`config.mk`:
```
export PLATFORM = sky130hd
export DESIGN_NAME = bffa_ctrl
export DESIGN_NICKNAME = d
export VERILOG_FILES = /design/src/design/bffa_pkg.sv /design/src/design/bffa_ctrl.sv
export SDC_FILE = /design/constraint.sdc
export NUM_CORES = 1
export LEC_CHECK = 0
export ABC_AREA = 0
export BUFFER_PORTS_ARGS = -buffer_cell sky130_fd_sc_hd__buf_2
export CORE_AREA = 2 2 39 41
export CTS_BUF_LIST = sky130_fd_sc_hd__clkbuf_4 sky130_fd_sc_hd__clkbuf_8 sky130_fd_sc_hd__clkbuf_16
export CTS_CLUSTER_SIZE = 8
export DETAILED_ROUTE_END_ITERATION = 10
export DIE_AREA = 0 0 41 43
export GPL_ROUTABILITY_DRIVEN = 1
export PLACE_DENSITY = 0.68
export REMOVE_ABC_BUFFERS = 1
export SLEW_MARGIN = 20
export SYNTH_ARGS = -nofsm -noshare
export SYNTH_HDL_FRONTEND = slang
export SYNTH_SLANG_ARGS = --single-unit
```
`constraint.sdc`:
```
create_clock -name clk -period 4.2 [get_ports clk]
set_clock_uncertainty 0.1 [all_clocks]
set_input_delay 0.42 -clock clk [delete_from_list [all_inputs] [get_ports clk]]
set_output_delay 0.42 -clock clk [all_outputs]
set_load 0.02 [all_outputs]
```
`src/design/bffa_pkg.sv`:
```
package bffa_pkg;

  localparam int MAP_BITS  = 8192;
  localparam int WORD_BITS = 32;
  localparam int WORDS     = (MAP_BITS + WORD_BITS - 1) / WORD_BITS;
  localparam int WADDR_W   = $clog2(WORDS);
  localparam int BIT_W     = $clog2(WORD_BITS);
  localparam int BITNUM_W  = $clog2(MAP_BITS);
  localparam int CNT_W     = 14;
  localparam int HI_W      = CNT_W - BIT_W;
  localparam int CFG_IDX_W = 2;

  typedef enum logic [1:0] {
    FN_ALLOC  = 2'd0,
    FN_FREE   = 2'd1,
    FN_FORMAT = 2'd2
  } func_t;

  typedef enum logic [1:0] {
    ST_OK       = 2'd0,
    ST_NO_SPACE = 2'd1,
    ST_RANGE    = 2'd2
  } status_t;

  typedef enum logic [CFG_IDX_W-1:0] {
    CFG_BLOCK_COUNT     = 2'd0,
    CFG_INODE_COUNT     = 2'd1,
    CFG_RESERVED_BLOCKS = 2'd2
  } cfg_reg_t;

  typedef enum logic [3:0] {
    S_CLEAR,
    S_IDLE,
    S_DECODE,
    S_SCAN,
    S_ALLOC_WR,
    S_FREE_RD,
    S_FREE_WR,
    S_FORMAT,
    S_RESP
  } state_t;

  // controller -> datapath
  typedef struct packed {
    logic    latch;     // capture request fields
    logic    addr_clr;  // rewind word counter
    logic    scan;      // first-free search, one word per cycle
    logic    alloc_wr;  // write back found word with bit set
    logic    free_rd;   // read word holding the bit to free
    logic    free_wr;   // write back word with bit cleared
    logic    sweep;     // write every word of both maps
    logic    clear;     // sweep writes zeros (post-reset pass)
    logic    respond;   // load result registers
    status_t status;
  } cmd_t;

  // datapath -> controller
  typedef struct packed {
    logic [1:0] func;
    logic       cnt_zero;
    logic       idx_bad;
    logic       found;
    logic       last_word;
    logic       sweep_last;
  } sts_t;

endpackage

```
`src/design/bffa_ctrl.sv`:
```
module bffa_ctrl (
  input  logic            clk,
  input  logic            rst_n,
  input  logic            start,
  input  bffa_pkg::sts_t  sts,
  output bffa_pkg::cmd_t  cmd,
  output logic            busy
);
  import bffa_pkg::*;

  state_t  state_r, state_nxt;
  status_t st_r, st_nxt;

  always_ff @(posedge clk) begin
    if (!rst_n) begin
      state_r <= S_CLEAR;
      st_r    <= ST_OK;
    end else begin
      state_r <= state_nxt;
      st_r    <= st_nxt;
    end
  end

  // next state
  always_comb begin
    state_nxt = state_r;
    st_nxt    = st_r;
    unique case (state_r)
      S_CLEAR: begin
        if (sts.sweep_last) state_nxt = S_IDLE;
      end
      S_IDLE: begin
        if (start) state_nxt = S_DECODE;
      end
      S_DECODE: begin
        st_nxt = ST_OK;
        unique case (sts.func)
          FN_ALLOC: begin
            if (sts.cnt_zero) begin
              st_nxt    = ST_NO_SPACE;
              state_nxt = S_RESP;
            end else begin
              state_nxt = S_SCAN;
            end
          end
          FN_FREE: begin
            if (sts.idx_bad) begin
              st_nxt    = ST_RANGE;
              state_nxt = S_RESP;
            end else begin
              state_nxt = S_FREE_RD;
            end
          end
          FN_FORMAT: state_nxt = S_FORMAT;
          default:   state_nxt = S_RESP;
        endcase
      end
      S_SCAN: begin
        if (sts.found) begin
          state_nxt = S_ALLOC_WR;
        end else if (sts.last_word) begin
          st_nxt    = ST_NO_SPACE;
          state_nxt = S_RESP;
        end
      end
      S_ALLOC_WR: state_nxt = S_RESP;
      S_FREE_RD:  state_nxt = S_FREE_WR;
      S_FREE_WR:  state_nxt = S_RESP;
      S_FORMAT: begin
        if (sts.sweep_last) state_nxt = S_RESP;
      end
      S_RESP:     state_nxt = S_IDLE;
      default:    state_nxt = S_IDLE;
    endcase
  end

  // outputs
  always_comb begin
    cmd        = '0;
    cmd.status = st_r;
    busy       = (state_r != S_IDLE);
    unique case (state_r)
      S_CLEAR: begin
        cmd.sweep = 1'b1;
        cmd.clear = 1'b1;
      end
      S_IDLE:     cmd.latch    = start;
      S_DECODE:   cmd.addr_clr = 1'b1;
      S_SCAN:     cmd.scan     = 1'b1;
      S_ALLOC_WR: cmd.alloc_wr = 1'b1;
      S_FREE_RD:  cmd.free_rd  = 1'b1;
      S_FREE_WR:  cmd.free_wr  = 1'b1;
      S_FORMAT:   cmd.sweep    = 1'b1;
      S_RESP:     cmd.respond  = 1'b1;
      default:    cmd          = '0;
    endcase
  end

endmodule

```
==> results of run 1 <==
registers in the layout, summed over array words and instances, names as in the netlist:
register and cells:
st_r 2, state_r 4
critical path: stages, from the launching register on:
cell and delay [ns]:
dfxtp_1 0.44, or4b_4 0.62, nor2_1 0.10, buf_2 0.16
how the worst max path moves through the flow:
| stage | from | to | slack [ns] |
|---|---|---|---|
| detailed placement | state_r[0]$_SDFFE_PN0P_ | cmd[10] | 2.39 |
| global placement | state_r[1]$_SDFFE_PN0P_ | cmd[10] | 2.41 |
| global route | state_r[0]$_SDFFE_PN0P_ | cmd[10] | 2.01 |
| CTS | state_r[1]$_SDFFE_PN0P_ | cmd[10] | 2.11 |
| finish | state_r[1]$_SDFFE_PN0P_ | cmd[10] | 2.10 |
| floorplan | state_r[1]$_SDFFE_PN0P_ | cmd[0] | 2.31 |
placed cells by master, fill, tap and decap left out:
master,Yosys,layout
buf_2,2,21
inv_1,6,6
nor2_1,6,6
dfxtp_1,6,6
a21oi_1,5,5
nand2b_1,4,4
nand2_1,4,4
nor3_1,3,3
clkbuf_4,0,3
a21boi_0,2,2
nand3_1,2,2
a211oi_1,2,2
nand4bb_1,1,1
or4b_4,1,1
or3_4,1,1
nor4_1,1,1
a211oi_4,1,1
o32ai_4,1,1
nor3_2,1,1
nor3b_1,1,1
a211o_1,1,1
a221oi_2,1,1
o21ai_0,1,1
o211a_1,1,1
nor2b_1,1,1
a22o_1,1,1
nor4b_1,1,1
and4b_1,1,1
mux2i_1,1,1
a41oi_1,1,1
o211ai_1,1,1
o41ai_1,1,1
metrics by stage:
stage | instance area (µm²) | util | setup slack [ns]
2_1_floorplan | 500 | - | 2.31
3_3_place_gp | 626 | 0.452 | 2.41
3_5_place_dp | 626 | 0.452 | 2.39
4_1_cts | 648 | 0.468 | 2.11
5_1_grt | 648 | 0.468 | 2.01
6_report | 648 | 0.468 | 2.10
cell type report:
class | instances | area (µm²) | area share
timing repair buffer | 21 | 105 | 0.162
tap | 16 | 20.0 | 0.0309
inverter | 6 | 22.5 | 0.0347
clock buffer | 3 | 22.5 | 0.0347
multi-input combinational | 48 | 358 | 0.552
sequential | 6 | 120 | 0.185
power by group through the flow:
stage	clock, mW	combinational (mW)	sequential [mW]
after floorplan	0	0.139	0.0882
after detailed placement	0	0.182	0.0947
final	0.0575	0.182	0.0939
after global routing	0.0604	0.201	0.0971
after CTS	0.0576	0.183	0.0933
after global placement	0	0.183	0.0927
metal layers:
metal	GRT usage	routed length, µm	vias to the layer above
li1	-	-	277
met1	0.204	569	244
met2	0.238	571	27
met3	0.0314	88	5
met4	0.120	31	0
met5	0	0	-
cells by family (layout without fill, tap and decap cells):
kind of cell / after synthesis / in the layout / synth area share
compound gates: 19 / 19 / 0.333
buf+inv: 10 / 30 / 0.0905
flops: 6 / 6 / 0.229
mux: 1 / 1 / 0.0190
simple gates: 28 / 28 / 0.329
==> metrics.txt, run 1 <==
number of CTS-inserted buffers=3; Synth area leaders=dfxtp_1, o32ai_4, a21oi_1; Post-DRT Antenna Nets=0; Routed wire per std cell=12.6 µm; die area=1760 µm²; switching share of power=0.463; Leak=0.299 nW; row cnt=14; vias in the first global route=468; critical path startpoint category=flop; hold_sp=rst_n; Via density=5.53; FF+latch count, synth=6; hold buffers post-CTS=0; register area share after synthesis=0.229; first-pass GRT wire length=1930 µm; Peak VDD IR=166 µV; post-CTS setup buffer count=0; Worst-Skew Late Latency=0.26 ns; Clock transition at path regs=0.06 ns; Seq pwr share=0.281; CORE AREA=1380 µm²; post-route DRC violation count=0; Fillers=143; number of synthesized flops with an enable pin=0; kind of critical path=reg2out; critical path peak fanout=14; CTS sink count=6; Synth async-reset ratio=0; Cell Int Power=0.179 mW; Period Utilization, post-route=0.500; Achievable Freq=476 MHz; slew margin rel.=0.704; IO Pins=22; CTS tree=built; Register-to-Register Path Depth=4; # H-tree levels=1; yosys warns=0; worst r2r src=state_r[1]$_SDFFE_PN0P_; Final Hold Viols=0; slew at the pin closest to its max-slew limit=0.442 ns; Finished Layout Cells=100; Placed Instances=97; synth cell count leaders=dfxtp_1, inv_1, nor2_1; Mapped Cells=64; Die H=43 µm; initial antenna violation count=0; area delta synth->final=23.3%; Worst Hold End=st_r[0]$_SDFFE_PN0P_; CP arrival=1.58 ns; Yosys cell types=33; NetSw=0.155 mW; Routed WL=1260 µm; total number of vias=553; PortBufs=21; share of cells above drive strength 1=0.357; RSZ-0062 raised after global routing=no; Post-CTS Resized=0; CTS root buf=clkbuf_4; Slew Limit Fails=0; status=finished, final reports clean; final setup fails=0; cell area power density=515 nW/µm²; CP required=3.68 ns; Clock power frac=0.172; Max clock buf depth=2; GRT overflow=0; Post-Syn Area=526 µm²; hold path depth=2; area leader, netlist=dfxtp_1; hold_ws=0.341 ns; Hold Crit Class=in2reg; Syn Area/Cell=8.21 µm²; drt first pass iters=5; ANT cells=0; Iter 0 DRT Violations=23; Logic pwr share=0.547; Critical Path End Type=output port; setup TNS=0 ns; nets@finish=96; Initial Util=0.380; Primary FF master, synth=dfxtp_1; power consumption=0.334 mW; max-cap check violation count=0; largest net degree at the start of global routing=15; Reg2Reg Capture Point=state_r[0]$_SDFFE_PN0P_; post-synth top area share=0.229; R2R setup slack=2.44 ns; Tmin final=2.10 ns; GRT Overall Usage=0.164; placer congestion estimate=0.746; Die Span X=41 µm; hpwl dp=970 µm
No activity file was read; power rests on OpenSTA's default activity.
==> inputs of run 2 (changes only) <==
--- a/config.mk
+++ b/config.mk
@@ -5,7 +5,7 @@
 export SDC_FILE = /design/constraint.sdc
 export NUM_CORES = 1
 export LEC_CHECK = 0
-export ABC_AREA = 0
+export ABC_AREA = 1
 export BUFFER_PORTS_ARGS = -buffer_cell sky130_fd_sc_hd__buf_2
 export CORE_AREA = 2 2 39 41
 export CTS_BUF_LIST = sky130_fd_sc_hd__clkbuf_4 sky130_fd_sc_hd__clkbuf_8 sky130_fd_sc_hd__clkbuf_16
==> constraint.sdc (replaced) <==
create_clock -name clk -period 1.7 [get_ports clk]
set_clock_uncertainty 0.1 [all_clocks]
set_input_delay 0.17 -clock clk [delete_from_list [all_inputs] [get_ports clk]]
set_output_delay 0.17 -clock clk [all_outputs]
set_load 0.02 [all_outputs]
==> run 2 against run 1 <==
  * First-iteration DRC count down 35%
  * Register-to-register slack worse by 2.2 ns
  * Clock power up 120%
  * Synthesized area down 5.5%
  * Critical path depth up 3
  * Critical path type unchanged
  * Largest power group unchanged
==> metrics.txt, run 2 <==
status=finished, final reports clean; Clock transition at path regs=0.05 ns; Primary FF master, synth=dfxtp_1; worst r2r src=state_r[2]$_SDFFE_PN0P_; vias in the first global route=538; drt first pass iters=4; CP arrival=1.31 ns; number of synthesized flops with an enable pin=0; most frequent cell after synthesis=nand2_1; Final Hold Viols=0; first-pass GRT wire length=2020 µm; top flop regs=state_r x4, st_r x2; FF+latch count, synth=6; Peak VDD IR=613 µV; hold buffers post-CTS=0; slew at the pin closest to its max-slew limit=0.260 ns; total number of vias=611; placer congestion estimate=0.851; CP required=1.43 ns; Multi-input gate area=313 µm²; R2R setup slack=0.29 ns; max-cap check violation count=0; Synth area leaders=dfxtp_1, nand2_1, nor2_1; nets@finish=128; FF+latch area=120 µm²; initial antenna violation count=0; power consumption=0.722 mW; register area share after synthesis=0.242; share of cells above drive strength 1=0.310; final setup fails=0; Worst Path Buf+Inv=3; Compound-Gate Fraction of Synth Area=0.121; Iter 0 DRT Violations=15; GRT Overall Usage=0.169; CTS root buf=clkbuf_4; Fillers=168; Yosys cell types=15; Simple-Gate Fraction of Synth Area=0.494; Placed Instances=129; Finished Layout Cells=132; Achievable Freq=633 MHz; critical path, cell by cell=nor2_2 > inv_1 > nor2_2 > inv_1 > nor2_1 > buf_2; row cnt=14; setup TNS=0 ns; Initial Util=0.359; CP Launch Point=state_r[1]$_SDFFE_PN0P_; hpwl dp=1070 µm; synth cell count leaders=nand2_1, nor2_1, inv_1; number of CTS-inserted buffers=3; Mapped Cells=92; RSZ-0062 raised after global routing=no; Via density=4.63; area leader, netlist=dfxtp_1; Slew Limit Fails=0; die area=1760 µm²; area delta synth->final=31.2%; cell family with most CP delay=simple AND/OR/NAND/NOR gates; post-CTS setup buffer count=0; post-route DRC violation count=0; kind of critical path=reg2out; CORE AREA=1380 µm²; Die Span X=41 µm; slew margin rel.=0.826; adder-cell area share of the yosys netlist=0; Tmin final=1.58 ns; critical path startpoint category=flop; Period Utilization, post-route=0.930; Max clock buf depth=2; PortBufs=21; Routed WL=1240 µm; ANT cells=0; Hold Crit Class=in2reg; xor and xnor fraction of the mapped netlist area=0; mux contribution to synthesized area=0; Die H=43 µm; commonest non-fill, non-tap cells in the layout=nand2_1, buf_2, inv_1; number of flip-flops in the largest register=4; yosys warns=0; CP max stage delay=0.37 ns; Register-to-Register Path Depth=8; Post-DRT Antenna Nets=0; hold_sp=rst_n; IO Pins=22; Routed wire per std cell=9.41 µm; CTS sink count=6; Worst-Skew Late Latency=0.24 ns; Synth async-reset ratio=0; Post-Syn Area=497 µm²; post-synth top area share=0.242; Most flops, register=state_r; cell area power density=1110 nW/µm²; CTS tree=built; critical path peak fanout=6; hold path depth=3; commonest non-fill, non-tap cell in the layout=nand2_1; Leak=0.396 nW; CP max stage cell=dfxtp_1; Post-CTS Resized=0; Critical Path End Type=output port; Worst Hold End=st_r[1]$_SDFFE_PN0P_; largest net degree at the start of global routing=7; GRT overflow=0; Syn Area/Cell=5.40 µm²; largest family of logic cells by synthesized area=simple AND/OR/NAND/NOR gates; Reg2Reg Capture Point=state_r[1]$_SDFFE_PN0P_; # H-tree levels=1
[run 2: how the worst max path moves through the flow]
stage	endpoint	slack [ns]	cells past startpoint
3_5_place_dp	cmd[2]	0.32	6
4_1_cts	cmd[2]	0.05	6
2_1_floorplan	st_r[0]$_SDFFE_PN0P_	0.23	8
5_1_grt	cmd[2]	0.03	6
3_3_place_gp	state_r[1]$_SDFFE_PN0P_	0.33	8
6_report	cmd[2]	0.12	6
[run 2: worst reg2reg max path: cells and delay by family (launching register included)]
family | cells | cell delay [ns]
flops | 1 | 0.40
buf+inv | 1 | 0.09
compound gates | 1 | 0.15
simple gates | 6 | 0.60
[run 2: kinds of logic (layout without fill, tap and decap cells)]
group | count (synthesis) | count (layout)
flops | 6 | 6
buf+inv | 19 | 43
simple gates | 56 | 56
compound gates | 11 | 11
[run 2: cell type report]
type | count | share of cell area
multi-input cells | 67 | 0.480
repair buffers | 21 | 0.161
flip-flops and latches | 6 | 0.184
clock buffers | 3 | 0.0345
inverters | 19 | 0.109
well taps | 16 | 0.0307
[run 2: power breakdown]
group | leakage [nW] | switching (mW) | internal [mW]
combinational | 0.333 | 0.263 | 0.131
clock | 0.0138 | 0.0490 | 0.0797
sequential | 0.0490 | 0.0304 | 0.168
total | 0.396 | 0.342 | 0.380
[run 2: per-stage QoR]
step                cell area [µm²]  hold slack (ns)   util  worst slack, ns
floorplan                       497            0.190      -            0.234
global placement                622            0.346  0.449            0.333
detailed placement              622            0.347  0.449            0.315
CTS                             644           0.0949  0.466           0.0451
global route                    652            0.107  0.471           0.0285
finish                          652            0.101  0.471            0.120
[run 2: metal layers]
| layer | share of wire | wire, µm | global-route usage | vias to the layer above |
|---|---|---|---|---|
| met5 | 0 | 0 | 0 | - |
| met4 | 0 | 0 | 0.0200 | 0 |
| met3 | 0.043 | 54 | 0.0785 | 0 |
| met2 | 0.48 | 600 | 0.256 | 15 |
| met1 | 0.47 | 587 | 0.219 | 262 |
| li1 | - | - | - | 334 |
